`src/hdl/ubt_pkg.sv`:
```
// Shared types and command codes for the unordered bag table.
`timescale 1ns / 1ps
`default_nettype none

package ubt_pkg;

  // Command codes carried in the low bits of a request.
  typedef enum logic [2:0] {
    CMD_ADD    = 3'd0,
    CMD_REMOVE = 3'd1,
    CMD_QUERY  = 3'd2,
    CMD_GET    = 3'd3,
    CMD_CLEAR  = 3'd4
  } ubt_cmd_t;

  localparam int unsigned CMD_W    = 3;
  localparam int unsigned VALUE_W  = 32;
  localparam int unsigned POS_W    = 4;
  localparam int unsigned COUNT_W  = 5;
  localparam int unsigned INDEX_W  = 4;
  localparam int unsigned IN_TDATA_W  = 40;
  localparam int unsigned OUT_TDATA_W = 56;

  // Commands from the controller to the datapath.
  typedef struct packed {
    logic load_op;
    logic set_refused;
    logic add_write;
    logic clear;
    logic get_read;
    logic get_capture;
    logic scan_start;
    logic scan_step;
    logic move_read;
    logic move_write;
    logic out_load;
  } ubt_ctl_t;

  // Status from the datapath to the controller.
  typedef struct packed {
    logic [CMD_W-1:0] op;
    logic             room;
    logic             pos_ok;
    logic             scan_done;
    logic             hit;
  } ubt_sts_t;

endpackage

`default_nettype wire

```
`src/hdl/ubt_ram.sv`:
```
// Generic single-write, single-read RAM with registered read data.
`timescale 1ns / 1ps
`default_nettype none

module ubt_ram #(
  parameter int unsigned WIDTH = 32,
  parameter int unsigned DEPTH = 16
) (
  input  wire logic                                       clk,
  input  wire logic                                       we,
  input  wire logic [((DEPTH > 1) ? $clog2(DEPTH) : 1)-1:0] waddr,
  input  wire logic [WIDTH-1:0]                           wdata,
  input  wire logic [((DEPTH > 1) ? $clog2(DEPTH) : 1)-1:0] raddr,
  output      logic [WIDTH-1:0]                           rdata
);

  logic [WIDTH-1:0] mem [DEPTH];

  // Write port and registered read port.
  always_ff @(posedge clk) begin
    if (we) begin
      mem[waddr] <= wdata;
    end
    rdata <= mem[raddr];
  end

endmodule

`default_nettype wire

```
`src/hdl/ubt_datapath.sv`:
```
// Datapath of the bag table: entry store, count, scan logic and result register.
`timescale 1ns / 1ps
`default_nettype none

module ubt_datapath #(
  parameter int unsigned CAPACITY   = 16,
  parameter int unsigned ITEM_WIDTH = 32
) (
  input  wire logic                                clk,
  input  wire logic                                rst_n,
  input  wire ubt_pkg::ubt_ctl_t                   ctl,
  output      ubt_pkg::ubt_sts_t                   sts,
  input  wire logic [ubt_pkg::CMD_W-1:0]           in_cmd,
  input  wire logic [ubt_pkg::VALUE_W-1:0]         in_item_value,
  input  wire logic [ubt_pkg::POS_W-1:0]           in_position,
  output      logic [ubt_pkg::OUT_TDATA_W-1:0]     out_data
);

  localparam int unsigned AW = (CAPACITY > 1) ? $clog2(CAPACITY) : 1;
  localparam int unsigned CW = $clog2(CAPACITY + 1);
  localparam int unsigned PW = (CW > ubt_pkg::POS_W) ? CW : ubt_pkg::POS_W;

  logic [ubt_pkg::CMD_W-1:0] op_cmd_r, op_cmd_nxt;
  logic [ITEM_WIDTH-1:0]     op_val_r, op_val_nxt;
  logic [ubt_pkg::POS_W-1:0] op_pos_r, op_pos_nxt;
  logic [CW-1:0]             count_r, count_nxt;
  logic [CW-1:0]             scan_idx_r, scan_idx_nxt;
  logic                      cmp_vld_r, cmp_vld_nxt;
  logic [AW-1:0]             cmp_idx_r, cmp_idx_nxt;
  logic                      hit_r, hit_nxt;
  logic [AW-1:0]             hit_at_r, hit_at_nxt;
  logic [CW-1:0]             mcount_r, mcount_nxt;
  logic                      refused_r, refused_nxt;
  logic [ITEM_WIDTH-1:0]     rdval_r, rdval_nxt;
  logic [ubt_pkg::OUT_TDATA_W-1:0] out_data_r, out_data_nxt;

  logic [ITEM_WIDTH+ubt_pkg::VALUE_W-1:0] val_wide;
  logic [PW-1:0]             pos_ext;
  logic [PW-1:0]             count_ext;
  logic [CW-1:0]             count_m1;
  logic                      scan_more;
  logic                      is_query;
  logic [CW+ubt_pkg::COUNT_W-1:0]  mcount_wide;
  logic [CW+ubt_pkg::COUNT_W-1:0]  size_wide;
  logic [AW+ubt_pkg::INDEX_W-1:0]  first_wide;
  logic [ITEM_WIDTH+ubt_pkg::VALUE_W-1:0] rdval_wide;
  logic [ubt_pkg::COUNT_W-1:0] res_mcount;
  logic [ubt_pkg::INDEX_W-1:0] res_first;
  logic                      res_found;

  logic                      ram_we;
  logic [AW-1:0]             ram_waddr;
  logic [ITEM_WIDTH-1:0]     ram_wdata;
  logic [AW-1:0]             ram_raddr;
  logic [ITEM_WIDTH-1:0]     ram_rdata;

  // Entry store.
  ubt_ram #(
    .WIDTH (ITEM_WIDTH),
    .DEPTH (CAPACITY)
  ) u_store (
    .clk   (clk),
    .we    (ram_we),
    .waddr (ram_waddr),
    .wdata (ram_wdata),
    .raddr (ram_raddr),
    .rdata (ram_rdata)
  );

  // Width adjustments and comparisons used by the controller.
  assign val_wide  = {{ubt_pkg::VALUE_W{1'b0}}, ITEM_WIDTH'(0)} | 
                     {{ITEM_WIDTH{1'b0}}, in_item_value};
  assign pos_ext   = PW'(op_pos_r);
  assign count_ext = PW'(count_r);
  assign count_m1  = count_r - 1'b1;
  assign scan_more = (scan_idx_r < count_r);

  assign sts.op        = op_cmd_r;
  assign sts.room      = (count_r < CW'(CAPACITY));
  assign sts.pos_ok    = (pos_ext < count_ext);
  assign sts.scan_done = !scan_more && !cmp_vld_r;
  assign sts.hit       = hit_r;

  // Result fields, reduced to the widths of the result item.
  assign is_query    = (op_cmd_r == ubt_pkg::CMD_QUERY);
  assign mcount_wide = {{ubt_pkg::COUNT_W{1'b0}}, mcount_r};
  assign size_wide   = {{ubt_pkg::COUNT_W{1'b0}}, count_r};
  assign first_wide  = {{ubt_pkg::INDEX_W{1'b0}}, hit_at_r};
  assign rdval_wide  = {{ubt_pkg::VALUE_W{1'b0}}, rdval_r};
  assign res_mcount  = is_query ? mcount_wide[ubt_pkg::COUNT_W-1:0] : '0;
  assign res_found   = is_query && hit_r;
  assign res_first   = res_found ? first_wide[ubt_pkg::INDEX_W-1:0] : '0;

  // Next-state logic driven by the controller's commands.
  always_comb begin
    op_cmd_nxt   = op_cmd_r;
    op_val_nxt   = op_val_r;
    op_pos_nxt   = op_pos_r;
    count_nxt    = count_r;
    scan_idx_nxt = scan_idx_r;
    cmp_vld_nxt  = 1'b0;
    cmp_idx_nxt  = cmp_idx_r;
    hit_nxt      = hit_r;
    hit_at_nxt   = hit_at_r;
    mcount_nxt   = mcount_r;
    refused_nxt  = refused_r;
    rdval_nxt    = rdval_r;
    out_data_nxt = out_data_r;
    ram_we       = 1'b0;
    ram_waddr    = count_r[AW-1:0];
    ram_wdata    = op_val_r;
    ram_raddr    = scan_idx_r[AW-1:0];

    if (ctl.load_op) begin
      op_cmd_nxt  = in_cmd;
      op_val_nxt  = val_wide[ITEM_WIDTH-1:0];
      op_pos_nxt  = in_position;
      refused_nxt = 1'b0;
      rdval_nxt   = '0;
    end
    if (ctl.set_refused) begin
      refused_nxt = 1'b1;
    end
    // Append at the end of the table.
    if (ctl.add_write) begin
      ram_we    = 1'b1;
      count_nxt = count_r + 1'b1;
    end
    if (ctl.clear) begin
      count_nxt = '0;
    end
    // Read by position, data captured in the following cycle.
    if (ctl.get_read) begin
      ram_raddr = pos_ext[AW-1:0];
    end
    if (ctl.get_capture) begin
      rdval_nxt = ram_rdata;
    end
    // Linear scan: one read issued and one compare done per cycle.
    if (ctl.scan_start) begin
      scan_idx_nxt = '0;
      hit_nxt      = 1'b0;
      hit_at_nxt   = '0;
      mcount_nxt   = '0;
    end
    if (ctl.scan_step && scan_more) begin
      cmp_vld_nxt  = 1'b1;
      cmp_idx_nxt  = scan_idx_r[AW-1:0];
      scan_idx_nxt = scan_idx_r + 1'b1;
    end
    if (cmp_vld_r && (ram_rdata == op_val_r)) begin
      mcount_nxt = mcount_r + 1'b1;
      if (!hit_r) begin
        hit_nxt    = 1'b1;
        hit_at_nxt = cmp_idx_r;
      end
    end
    // Remove: fetch the last entry, then move it into the hole.
    if (ctl.move_read) begin
      count_nxt = count_m1;
      ram_raddr = count_m1[AW-1:0];
    end
    if (ctl.move_write) begin
      ram_we    = 1'b1;
      ram_waddr = hit_at_r;
      ram_wdata = ram_rdata;
    end
    // Result register.
    if (ctl.out_load) begin
      out_data_nxt = {6'd0,
                      (count_r == CW'(CAPACITY)),
                      (count_r == '0),
                      size_wide[ubt_pkg::COUNT_W-1:0],
                      rdval_wide[ubt_pkg::VALUE_W-1:0],
                      res_first,
                      res_found,
                      res_mcount,
                      refused_r};
    end
  end

  // Control registers with reset.
  always_ff @(posedge clk) begin
    if (!rst_n) begin
      count_r   <= '0;
      cmp_vld_r <= 1'b0;
    end else begin
      count_r   <= count_nxt;
      cmp_vld_r <= cmp_vld_nxt;
    end
  end

  // Payload registers.
  always_ff @(posedge clk) begin
    op_cmd_r   <= op_cmd_nxt;
    op_val_r   <= op_val_nxt;
    op_pos_r   <= op_pos_nxt;
    scan_idx_r <= scan_idx_nxt;
    cmp_idx_r  <= cmp_idx_nxt;
    hit_r      <= hit_nxt;
    hit_at_r   <= hit_at_nxt;
    mcount_r   <= mcount_nxt;
    refused_r  <= refused_nxt;
    rdval_r    <= rdval_nxt;
    out_data_r <= out_data_nxt;
  end

  assign out_data = out_data_r;

endmodule

`default_nettype wire

```
`src/hdl/ubt_ctrl.sv`:
```
// Controller state machine of the bag table.
`timescale 1ns / 1ps
`default_nettype none

module ubt_ctrl (
  input  wire logic              clk,
  input  wire logic              rst_n,
  input  wire logic              in_tvalid,
  output      logic              in_tready,
  output      logic              out_tvalid,
  input  wire logic              out_tready,
  output      ubt_pkg::ubt_ctl_t ctl,
  input  wire ubt_pkg::ubt_sts_t sts
);

  typedef enum logic [2:0] {
    ST_IDLE,
    ST_DECODE,
    ST_SCAN,
    ST_MOVE_RD,
    ST_MOVE_WR,
    ST_GET_WAIT,
    ST_FINISH
  } state_t;

  state_t state_r, state_nxt;
  logic   out_valid_r, out_valid_nxt;

  // Next state and commands.
  always_comb begin
    state_nxt = state_r;
    ctl       = '0;
    unique case (state_r)
      ST_IDLE: begin
        if (in_tvalid) begin
          ctl.load_op = 1'b1;
          state_nxt   = ST_DECODE;
        end
      end
      ST_DECODE: begin
        state_nxt = ST_FINISH;
        unique case (sts.op)
          ubt_pkg::CMD_ADD: begin
            if (sts.room) begin
              ctl.add_write = 1'b1;
            end else begin
              ctl.set_refused = 1'b1;
            end
          end
          ubt_pkg::CMD_REMOVE, ubt_pkg::CMD_QUERY: begin
            ctl.scan_start = 1'b1;
            state_nxt      = ST_SCAN;
          end
          ubt_pkg::CMD_GET: begin
            if (sts.pos_ok) begin
              ctl.get_read = 1'b1;
              state_nxt    = ST_GET_WAIT;
            end else begin
              ctl.set_refused = 1'b1;
            end
          end
          ubt_pkg::CMD_CLEAR: begin
            ctl.clear = 1'b1;
          end
          default: begin
          end
        endcase
      end
      ST_SCAN: begin
        ctl.scan_step = 1'b1;
        if (sts.scan_done) begin
          state_nxt = ST_FINISH;
          if (sts.op == ubt_pkg::CMD_REMOVE) begin
            if (sts.hit) begin
              state_nxt = ST_MOVE_RD;
            end else begin
              ctl.set_refused = 1'b1;
            end
          end
        end
      end
      ST_MOVE_RD: begin
        ctl.move_read = 1'b1;
        state_nxt     = ST_MOVE_WR;
      end
      ST_MOVE_WR: begin
        ctl.move_write = 1'b1;
        state_nxt      = ST_FINISH;
      end
      ST_GET_WAIT: begin
        ctl.get_capture = 1'b1;
        state_nxt       = ST_FINISH;
      end
      ST_FINISH: begin
        if (!out_valid_r || out_tready) begin
          ctl.out_load = 1'b1;
          state_nxt    = ST_IDLE;
        end
      end
      default: begin
        state_nxt = ST_IDLE;
      end
    endcase
  end

  // The result stays valid until taken; a new one is loaded only into a free slot.
  always_comb begin
    if (ctl.out_load) begin
      out_valid_nxt = 1'b1;
    end else if (out_tready) begin
      out_valid_nxt = 1'b0;
    end else begin
      out_valid_nxt = out_valid_r;
    end
  end

  // State and registered outputs.
  always_ff @(posedge clk) begin
    if (!rst_n) begin
      state_r     <= ST_IDLE;
      out_valid_r <= 1'b0;
    end else begin
      state_r     <= state_nxt;
      out_valid_r <= out_valid_nxt;
    end
  end

  assign in_tready  = (state_r == ST_IDLE);
  assign out_tvalid = out_valid_r;

endmodule

`default_nettype wire

```
`src/hdl/unordered_bag_table.sv`:
```
// Top level of the unordered bag table: controller, datapath and stream ports.
//
// Usage:
// Requests enter on the in_ stream, one command each (add, remove, query,
// get, clear); every request yields exactly one result on the out_ stream,
// in order. Each result carries a refusal flag, query fields, the value
// read by get, and the table size with empty and full flags after the
// command.
// After acceptance each request is decoded; add, clear, unused codes and a
// refused get then load their result, a successful get first captures the
// read entry, and query and remove first scan every entry below the count,
// a matching remove then fetching the last entry and moving it into the hole.
// The linear scan over the single-read entry RAM compares one entry per cycle,
// so scan time grows with the table size. The next request is accepted the
// cycle after the result is loaded, even while the last result is still
// waiting to be taken.
// Reset empties the table at once, as entries beyond the count are never
// read. When the receiver stalls, the result register holds its contents and
// the controller waits with the next result until the register is free.
`timescale 1ns / 1ps
`default_nettype none

module unordered_bag_table #(
  parameter int unsigned CAPACITY   = 16,
  parameter int unsigned ITEM_WIDTH = 32
) (
  input  wire logic        clk,
  input  wire logic        rst_n,
  input  wire logic        in_tvalid,
  output      logic        in_tready,
  // [2:0] cmd, [34:3] item_value, [38:35] position, [39] zero
  input  wire logic [39:0] in_tdata,
  output      logic        out_tvalid,
  input  wire logic        out_tready,
  // [0] status, [5:1] match_count, [6] match_found, [10:7] first_index,
  // [42:11] read_value, [47:43] size_now, [48] is_empty, [49] is_full,
  // [55:50] zero
  output      logic [55:0] out_tdata
);

  ubt_pkg::ubt_ctl_t ctl;
  ubt_pkg::ubt_sts_t sts;

  // Sequencer.
  ubt_ctrl u_ctrl (
    .clk        (clk),
    .rst_n      (rst_n),
    .in_tvalid  (in_tvalid),
    .in_tready  (in_tready),
    .out_tvalid (out_tvalid),
    .out_tready (out_tready),
    .ctl        (ctl),
    .sts        (sts)
  );

  // Storage and compare logic.
  ubt_datapath #(
    .CAPACITY   (CAPACITY),
    .ITEM_WIDTH (ITEM_WIDTH)
  ) u_datapath (
    .clk           (clk),
    .rst_n         (rst_n),
    .ctl           (ctl),
    .sts           (sts),
    .in_cmd        (in_tdata[2:0]),
    .in_item_value (in_tdata[34:3]),
    .in_position   (in_tdata[38:35]),
    .out_data      (out_tdata)
  );

endmodule

`default_nettype wire

```
`config.mk`:
```
export PLATFORM = sky130hd
export DESIGN_NAME = unordered_bag_table
export DESIGN_NICKNAME = d
export VERILOG_FILES = /design/src/hdl/ubt_pkg.sv /design/src/hdl/ubt_ram.sv /design/src/hdl/ubt_datapath.sv /design/src/hdl/ubt_ctrl.sv /design/src/hdl/unordered_bag_table.sv
export SDC_FILE = /design/constraint.sdc
export NUM_CORES = 1
export LEC_CHECK = 0
export BUFFER_PORTS_ARGS = -buffer_cell sky130_fd_sc_hd__buf_2
export CELL_PAD_IN_SITES_DETAIL_PLACEMENT = 0
export CELL_PAD_IN_SITES_GLOBAL_PLACEMENT = 2
export CORE_MARGIN = 2
export CORE_UTILIZATION = 25
export CTS_BUF_LIST = sky130_fd_sc_hd__clkbuf_16
export CTS_CLUSTER_DIAMETER = 40
export DETAILED_ROUTE_END_ITERATION = 12
export MAX_ROUTING_LAYER = met4
export PLACE_DENSITY = 0.62
export SYNTH_ARGS = -nofsm -noshare
export SYNTH_HDL_FRONTEND = slang
export SYNTH_SLANG_ARGS = --single-unit
```
`constraint.sdc`:
```
create_clock -name clk -period 4.2 [get_ports clk]
set_input_delay 0.63 -clock clk [delete_from_list [all_inputs] [get_ports clk]]
set_output_delay 0.63 -clock clk [all_outputs]
set_load 0.01 [all_outputs]
```
Word-level counts from Yosys, hierarchy flattened
Memories as Yosys holds them, arrays and structs flattened. A register that Yosys moved wholly into a read port is not among the register bits. Index checks and enable logic that the tools add are counted.

Reduce and logical (&&, ||, !) cells: 19. Order comparisons: 3. Equal/unequal tests: 15. Add/subtract/negate cells: 4. Multiplexer cells: 56.

Operators with widths (count): 2-to-1 mux 32 bit (3); equality test 32 bit (1); 2-to-1 mux 1 bit (30); 2-to-1 mux 5 bit (6); 2-to-1 mux 4 bit (6); 2-to-1 mux 3 bit (6); case mux 3 bit (6 select lines) (1); adder 5 x 1 -> 5 bit, second input constant (3); equality test 3 x 2 -> 1 bit, second input constant (4); equality test 3 bit, second input constant (4); nonzero test 2 bit (4); equality test 3 x 1 -> 1 bit, second input constant (2); zero test 3 bit (2); case mux 3 bit (2 select lines) (1); equality test 5 bit, second input constant (1); zero test 5 bit (1); less-than comparator 4 x 5 -> 1 bit (1); less-than comparator 5 bit (1); less-than comparator 5 bit, second input constant (1); subtractor 5 x 1 -> 5 bit, second input constant (1); logical AND 1 bit (4); inequality test 2 bit, second input constant (2); case mux 1 bit (2 select lines) (2); OR reduction 2 bit (2); 6 further kinds (8).

Output and inout port bits: 58. Memories: 1. Bits in writable memories: 512. Word-level logic and storage cells: 115. Input port bits: 44. Register bits: 151.

Memory list: u_datapath.u_store.mem (depth 16, bits a word 32, read ports 1, clocked after memory_dff 1, write ports 1, RTL line ubt_ram.sv:17) `logic [WIDTH-1:0] mem [DEPTH];`.

Logic depth before layout (Yosys ltp)
Gate-level depths: netlist of run 1.

Word-level depth: 8. Depth in mapped cells: 14. Mapped depth without buffers: 10.

Modules after synthesis
A second synthesis of run 1 with hierarchy kept.

Cell total of the unflattened synthesis: 1308. Area, all modules: 26558.0 µm².

By module, submodules not included: ubt_ram (area each 19835.3 µm², cells each 838, times used 1, seq. area each 16015.4 µm²); ubt_datapath (area each 6254.7 µm², cells each 413, times used 1, seq. area each 4294.1 µm²); ubt_ctrl (area each 467.9 µm², cells each 57, times used 1, seq. area each 80.1 µm²).

Worst setup path before layout of run 1
No wires, ideal clock.

Path kind: register to register. From: reg u_ctrl.state_r[0]. To: mem u_datapath.u_store.mem[7][0] (enable). Setup slack: 0.515 ns. Setup time: 0.421 ns. Required time: 3.779 ns. Buffers on the path: 0. Cell stages (with the launch flop): 7. Arrival: 3.264 ns. Period minus slack after synthesis: 3.685 ns. Cell sequence: dfxtp_1 > or3b_4 > or3_1 > nor3_1 > and3_1 > a31oi_1 > nor2_1.

Word-level cells in the longest chain between the ends: 6. Elaborated cells on any way between the ends: 9. Classes of those cells: eq/ne: 2; mux: 7.

RTL lines: start, declared (RTL line ubt_ctrl.sv:26) `state_t state_r, state_nxt;`; start signal, assigned (RTL line ubt_ctrl.sv:123) `state_r <= state_nxt;`; equality test 3 x 1 -> 1 bit (RTL line ubt_ctrl.sv:33) `unique case (state_r)`; 2-to-1 mux 3 bit (RTL line ubt_ctrl.sv:33); 2-to-1 mux 1 bit (RTL line ubt_datapath.sv:125) `if (ctl.add_write) begin`; 2-to-1 mux 1 bit (RTL line ubt_datapath.sv:163) `if (ctl.move_write) begin`; 2-to-1 mux 1 bit (RTL line ubt_ram.sv:21) `if (we) begin`; 2-to-1 mux 1 bit (not written as such) (RTL line ubt_ram.sv:22) `mem[waddr] <= wdata;`; end, declared (RTL line ubt_ram.sv:17).

Parallel ways exist; a longest one is shown, timed or not.

Final worst setup path of run 1
From: reg u_ctrl.state_r[0]. To: reg u_datapath.u_store.rdata[11] (read register of u_datapath.u_store.mem).

Word-level cells in the longest chain between the ends: 4. Elaborated cells on any way between the ends: 6. Classes of those cells: eq/ne: 2; mux: 4.

RTL lines: equality test 3 x 1 -> 1 bit (RTL line ubt_ctrl.sv:33); 2-to-1 mux 3 bit (RTL line ubt_ctrl.sv:33); 2-to-1 mux 4 bit (RTL line ubt_datapath.sv:133) `if (ctl.get_read) begin`; 2-to-1 mux 4 bit (*) (RTL line ubt_datapath.sv:159) `if (ctl.move_read) begin`; end, declared (RTL line ubt_ram.sv:14) `output logic [WIDTH-1:0] rdata`.

Mark *: on every way between the ends. The rest lies on a longest branch, timed or not. A chain may end at the register's enable or synchronous reset.

==> qor.txt, run 1 <==
RUN STATUS
--------------------------------------------------------------------------------
Outcome                                                             finished clean

CLOCK NETWORK
--------------------------------------------------------------------------------
Clock latency on the worst-skew pair                                      650 ps
Root Buffer Master                                                  sky130_fd_sc_hd__clkbuf_16
Maximum number of buffers from clock root to sink                              3
Count of cells resized by post-cts repair                                      0
Number of buffers added by the clock tree synthesis step                      91
Number of clock sinks seen by CTS                                            695
Clock-pin slew on the worst setup and hold paths                           60 ps
CTS HTree Levels                                                               3
Post-cts hold buffer count                                                     0
Clock tree from TritonCTS                                                  built
Post CTS Setup Buffer Count                                                    0

PLACED DESIGN
--------------------------------------------------------------------------------
Instance count after placement with tap cells included                      3450
HPWL reported at the end of detailed placement                          44300 µm
Worst-case setup slack after placement                                    760 ps
Routability congestion estimate                                            0.825
Port Buffers                                                                  94

POWER
--------------------------------------------------------------------------------
Power Total                                                              21.1 mW
Ratio of total power to cell area                                     636 nW/µm²
Leakage                                                                  11.5 nW
Peak ir drop on the vdd network                                           253 µV

GLOBAL ROUTE
--------------------------------------------------------------------------------
Wire length of the first global-routing pass                           117000 µm
GRT overflow                                                                   0
Initial antenna violation count                                                1
Global-route total usage across every layer                                14.7%
Pin count of the biggest net entering global routing                          69
Number of global-route vias before repair                                  16700

TIMING
--------------------------------------------------------------------------------
Count of endpoints failing setup in the final report                           0
Tcrit/Tclk final                                                           82.7%
Worst-margin pin slew                                                    1120 ps
Worst slew slack as a fraction of its limit                                25.1%
Clock Skew                                                               28.0 ps
Min Tclk post-route                                                      3480 ps
Fin worst setup slack                                                     725 ps
Count of final max-slew check failures                                         0
Final Hold Vio Count                                                           0
Final total negative setup slack                                            0 ps
Setup repair after global routing missed its margin                        false
Achievable frequency                                                     288 MHz

LAYOUT
--------------------------------------------------------------------------------
Antenna Diode Count                                                            0
Most common library cell in the layout ignoring fill and taps       sky130_fd_sc_hd__edfxtp_1
Final non-filler cell total                                                 3621
Fraction of final layout cells with drive strength greater than 1          16.1%
Leading cell types in the layout, fill and taps excluded            sky130_fd_sc_hd__edfxtp_1, sky130_fd_sc_hd__nand2_1, sky130_fd_sc_hd__a21oi_1
Final nets                                                                  2185
Area growth from synthesis to layout                                       21.7%

DIE
--------------------------------------------------------------------------------
Die outline width                                                         334 µm
Row Count                                                                    121
Io pins                                                                      102
Vertical extent of the die                                                334 µm
Die Outline Area                                                      112000 µm²
Core outline area                                                     109000 µm²
Effective utilization at floorplan                                         25.1%

SYNTHESIS
--------------------------------------------------------------------------------
XOR/XNOR Fraction of Synth Area                                            1.32%
Unique cell type count in the Yosys netlist                                   56
Post-synth EDFFs                                                             647
Number of warning messages in the yosys log                                    0
Predominant post-synthesis flop cell                                sky130_fd_sc_hd__edfxtp_1
Synthesized-area fraction occupied by adder cells                         0.550%
Mapped cell area                                                       27300 µm²
Synthesized area divided by synthesized cell count                      13.6 µm²
Dominant combinational cell family by area after synthesis          simple AND/OR/NAND/NOR gates
Number of standard cells after synthesis                                    2001
Sequential element share of the synthesized area                           74.7%
Seq cells post-synth                                                         695
Multiplexer area fraction after synthesis                                0.0963%
Asr flop ratio synth                                                          0%
Compound-cell area share of the yosys netlist                              9.34%
Synthesized-area fraction occupied by and/or/nand/nor cells                11.5%

ROUTING
--------------------------------------------------------------------------------
Count of nets left with antenna violations after detail routing                0
Detailed router's first-iteration violation count                           1381
Pre-antenna DRT Iters                                                          6
Vias post-DR                                                               16800
DRC violations left                                                            0
Via density per instance                                                    4.63
Aggregate routed wire length                                            80200 µm
Post-DR wirelength/cell                                                  22.2 µm

WORST SETUP PATH
--------------------------------------------------------------------------------
Arrival time of data at the critical path endpoint                       3970 ps
CP Class                                                            flip-flop to flip-flop
Peak per-stage delay on the critical path                                 520 ps
Sequence of cells on the critical path                              or3b_4 > a211o_1 > a21oi_2 > mux2_2 > a21oi_2 > nand2b_4 > buf_4 > a211o_1 > o311ai_1
Data required, critical path                                             4690 ps
Kind of capture point of the worst setup path                          flip-flop
Critical Path Fanout Max                                                      18
Cell with the largest stage delay on the worst path                 sky130_fd_sc_hd__nand2b_4
Critical path launch point type                                        flip-flop

HOLD PATH
--------------------------------------------------------------------------------
Class of the worst hold path                                        input pin to flip-flop

JOB
--------------------------------------------------------------------------------
Count of maximum capacitance violations                                        0

-- through the flow --
stage	area, µm²	hold slack (ps)	util (%)
detailed placement	30000	405	27.6
CTS	33200	121	30.6
global route	33200	141	30.6
floorplan	27300	400	-
global placement	30000	407	27.6
finish	33200	164	30.6
-- final timing paths --
path                               start  slack [ps]  cells past startpoint                           end
setup / recovery       u_ctrl.state_r[0]         720                      9  u_datapath.u_store.rdata[11]
hold / removal              in_tdata[33]         160                      1       u_datapath.op_val_r[30]
setup reg to reg       u_ctrl.state_r[0]         720                      9  u_datapath.u_store.rdata[11]
hold reg to reg   u_datapath.rdval_r[23]         410                      0       u_datapath.out_data[34]
-- synthesized netlist by cell type (all sizes together) (3+ instances only) --
cell / n / share of area (%)
a21o: 17 / 0.50
nand2: 534 / 7.3
clkbuf: 55 / 0.76
dfxtp: 48 / 3.5
inv: 12 / 0.17
nor2b: 6 / 0.15
a211o: 14 / 0.45
edfxtp: 647 / 71
o311ai: 32 / 1.0
xnor2: 33 / 1.1
nor3: 10 / 0.18
nand3: 30 / 0.55
nand4: 7 / 0.16
buf: 74 / 1.6
and2: 9 / 0.21
a32oi: 66 / 2.1
a31oi: 9 / 0.21
nand2b: 6 / 0.17
xor2: 8 / 0.26
o21ai: 14 / 0.26
and3: 72 / 1.7
a211oi: 3 / 0.10
ha: 12 / 0.55
nor4: 3 / 0.069
nor2: 48 / 0.67
a21oi: 178 / 3.3
a22oi: 32 / 1.1
-- sequential cells by signal (all words and copies together) (netlist names), 5 cells and up --
name,count
u_datapath.count_ext,5
u_datapath.mcount_r,5
u_datapath.op_val_r,32
u_datapath.out_data,50
u_datapath.rdval_r,32
u_datapath.scan_idx_r,5
u_datapath.u_store.mem,512
u_datapath.u_store.rdata,32
-- routing by layer --
layer,global-route usage [%],share of wire [%],vias up
li1,-,-,7691
met1,18.1,43,8516
met2,25.2,50,433
met3,1.76,4.2,118
met4,4.39,2.2,0
met5,-,0,-
-- cell type report --
class	instances	area, µm²
repair buffers	159	1400
multi-input cells	1170	6410
well taps	1414	1770
clock buffers	93	2330
fillers	10800	75300
flip-flops and latches	695	20400
inverters	12	45.0
clock inverters	78	867
-- worst max-delay path, delay by kind of cell, from the launching register on --
family                 cells  cell delay, ps
AND/OR/NAND/NOR            2             970
multiplexers               1             390
flip-flops                 1             490
AO/OA/AOI/OAI              5            1180
buffers and inverters      1             270
-- power by group --
| group | switching [mW] | internal (mW) |
|---|---|---|
| Clock | 3.07 | 4.95 |
| Combinational | 2.81 | 1.17 |
| Sequential | 0.400 | 8.71 |
-- kinds of logic (layout without fill, tap and decap cells) --
group                      Yosys count  in the layout
muxes                                2              2
buffers and inverters              141            342
and+or+nand+nor                    736            736
other                                1              6
adders and majority gates           12             12
xor gates and xnor gates            41             41
DFF                                695            695
AOI/OAI and AO/OA                  373            373
No activity file was read; power rests on OpenSTA's default activity.
==> run 2: changes to the inputs <==
PLACE_DENSITY = 0.63   (was 0.62)
clock period = 2.85 ns   (was 4.2 ns; I/O delays follow)
==> run 2 against run 1 <==
Compared with the run above:
- clock skew up 1.1 ps
- via count is 4.8% higher
- cell count grew 4.1%
- clock power grew 51%
- critical path type unchanged
- largest power group unchanged
==> qor.txt, run 2 (synthesis gave the netlist of run 1 again) <==
TIMING
--------------------------------------------------------------------------------
Final Hold Vio Count                                                           0   unchanged
Fin worst setup slack                                                    38.6 ps   -686 ps
Worst hold margin                                                        78.9 ps   -85.4 ps
Worst slew slack as a fraction of its limit                                35.6%   +11 points
Worst-margin pin slew                                                     963 ps   -158 ps
Setup repair after global routing missed its margin                         true
Min Tclk post-route                                                      2810 ps   -664 ps
Count of endpoints failing setup in the final report                           0   unchanged
Tcrit/Tclk final                                                           98.6%   +16 points
Count of final max-slew check failures                                         0   unchanged
Clock Skew                                                               29.1 ps   +1.06 ps
Achievable frequency                                                     356 MHz   +24%

POWER
--------------------------------------------------------------------------------
Ratio of total power to cell area                                     927 nW/µm²   +46%
Leakage                                                                  12.3 nW   +7.3%
Peak ir drop on the vdd network                                           444 µV   +75%
Power Total                                                              32.4 mW   +53%

GLOBAL ROUTE
--------------------------------------------------------------------------------
Wire length of the first global-routing pass                           121000 µm   +3.4%
GRT overflow                                                                   0   unchanged
Number of global-route vias before repair                                  17400   +4.0%
Global-route total usage across every layer                                15.1%   +0.43 points
Pin count of the biggest net entering global routing                          47   -32%
Initial antenna violation count                                                0   -1

CLOCK NETWORK
--------------------------------------------------------------------------------
Number of buffers added by the clock tree synthesis step                      95   +4.4%
Clock tree from TritonCTS                                                  built
Maximum number of buffers from clock root to sink                              3   unchanged
Clock-pin slew on the worst setup and hold paths                           60 ps   about the same
Number of clock sinks seen by CTS                                            695   unchanged
Root Buffer Master                                                  sky130_fd_sc_hd__clkbuf_16
Clock latency on the worst-skew pair                                      670 ps   +20 ps
CTS HTree Levels                                                               3   unchanged

HOLD PATH
--------------------------------------------------------------------------------
Cell count of the worst hold path                                              3   +2
Hold path startpoint                                                       rst_n
Class of the worst hold path                                        input pin to flip-flop

ROUTING
--------------------------------------------------------------------------------
Post-DR wirelength/cell                                                  22.0 µm   -0.48%
DRC violations left                                                            0   unchanged
Aggregate routed wire length                                            83100 µm   +3.6%
Detailed router's first-iteration violation count                           1280   -7.3%
Via density per instance                                                    4.66   +0.66%
Pre-antenna DRT Iters                                                          5   -1
Count of nets left with antenna violations after detail routing                0   unchanged
Vias post-DR                                                               17600   +4.8%

LAYOUT
--------------------------------------------------------------------------------
Final nets                                                                  2331   +6.7%
Final Instance Area                                                    34900 µm²   +5.1%
Leading cell types in the layout, fill and taps excluded            sky130_fd_sc_hd__edfxtp_1, sky130_fd_sc_hd__nand2_1, sky130_fd_sc_hd__a21oi_1
Most common library cell in the layout ignoring fill and taps       sky130_fd_sc_hd__edfxtp_1
Max reg flops                                                                512   unchanged
Area growth from synthesis to layout                                       27.9%
Top reg by flops                                                    u_datapath.u_store.mem
Fraction of final layout cells with drive strength greater than 1          21.0%   +4.9 points

DIE
--------------------------------------------------------------------------------
Die outline width                                                         334 µm   unchanged
Vertical extent of the die                                                334 µm   unchanged
Io pins                                                                      102   unchanged
Core outline area                                                     109000 µm²   unchanged
Row Count                                                                    121   unchanged
Effective utilization at floorplan                                         25.1%   unchanged
Die Outline Area                                                      112000 µm²   unchanged

PLACED DESIGN
--------------------------------------------------------------------------------
Worst-case setup slack after placement                                   -188 ps   -948 ps
Port Buffers                                                                  94   unchanged
HPWL reported at the end of detailed placement                          49700 µm   +12%
Routability congestion estimate                                            0.807   -2.2%
Standard cell area after detailed placement                            31100 µm²   +3.6%

WORST SETUP PATH
--------------------------------------------------------------------------------
Critical path launch point type                                        flip-flop
Kind of capture point of the worst setup path                          flip-flop
Arrival time of data at the critical path endpoint                       3320 ps   -650 ps
CP Class                                                            flip-flop to flip-flop
Count of cells along the worst register-to-register path                      11   +2
Critical Path Fanout Max                                                       9   -9
Data required, critical path                                             3360 ps   -1330 ps
Crit Reg-Reg Startpoint                                             u_ctrl.state_r[2]
Worst Setup SP                                                      u_ctrl.state_r[2]

JOB
--------------------------------------------------------------------------------
Count of maximum capacitance violations                                        0   unchanged

RUN STATUS
--------------------------------------------------------------------------------
Outcome                                                             finished clean

[run 2: changes by cell type in the layout (fill, tap and decap cells not counted), moves of 4 or more]
cell,delta
sky130_fd_sc_hd__a22oi_1,-8
sky130_fd_sc_hd__clkbuf_16,+4
sky130_fd_sc_hd__buf_12,+24
sky130_fd_sc_hd__buf_4,+76
sky130_fd_sc_hd__bufinv_16,-5
sky130_fd_sc_hd__inv_1,-9
sky130_fd_sc_hd__inv_8,+6
sky130_fd_sc_hd__clkinv_4,+8
sky130_fd_sc_hd__dlygate4sd3_1,+39
sky130_fd_sc_hd__inv_6,+6
sky130_fd_sc_hd__a22oi_2,+8
[run 2: path summary, 6_finish.rpt]
path / end / slack (ps)
max: u_datapath.u_store.rdata[4] / 40
min: u_datapath.count_ext[3] / 80
max reg2reg: u_datapath.u_store.rdata[4] / 40
min reg2reg: u_datapath.out_data[36] / 420
[run 2: routing by layer]
metal / up-vias / GRT usage [%] / part of all wire [%]
met3: 135 / 1.83 / 4.6
met2: 541 / 25.4 / 50
met1: 8877 / 18.5 / 43
met5: - / - / 0
li1: 8009 / - / -
met4: 0 / 5.81 / 3.3
[run 2: worst max-delay path, stage by stage (launching register included)]
cell                       delay, ps
sky130_fd_sc_hd__dfxtp_1         310
sky130_fd_sc_hd__or3b_4          430
sky130_fd_sc_hd__a211o_4         350
sky130_fd_sc_hd__a21o_4          220
sky130_fd_sc_hd__mux2_4          320
sky130_fd_sc_hd__a21oi_4         180
sky130_fd_sc_hd__buf_12          140
sky130_fd_sc_hd__nor2b_4          40
sky130_fd_sc_hd__buf_12          150
sky130_fd_sc_hd__buf_12          150
sky130_fd_sc_hd__a22oi_2         180
sky130_fd_sc_hd__o311ai_2        180
[run 2: final cells by class]
cell class | count | area (µm²)
Clock inverter | 80 | 852
Tap cell | 1414 | 1770
Clock buffer | 97 | 2430
Fill cell | 10600 | 73600
Multi-Input combinational cell | 1170 | 6510
Antenna cell | 1 | 2.50
Timing Repair Buffer | 301 | 2900
Inverter | 12 | 48.8
Sequential cell | 695 | 20400
[run 2: power breakdown]
part	switching, mW	total (mW)	internal, mW
combinational	4.49	6.94	2.45
clock	4.86	12.1	7.21
sequential	0.527	13.4	12.8
total	9.88	32.4	22.5
[run 2: timing repair]
action                     CTS  global route
gates resized for setup      4            17
setup buffers                0             4
hold buffers                39             0
hold endpoints to repair    39             0
setup endpoints to repair    7            61
[run 2: through the flow]
stage / util [%] / setup TNS (ps) / std cells
floorplan: - / -57480 / 2006
finish: 32.2 / 0 / 3770
detailed placement: 28.6 / -213 / 3549
global placement: 28.6 / -162 / 3549
global route: 32.2 / -51.1 / 3769
CTS: 32.0 / 0 / 3765
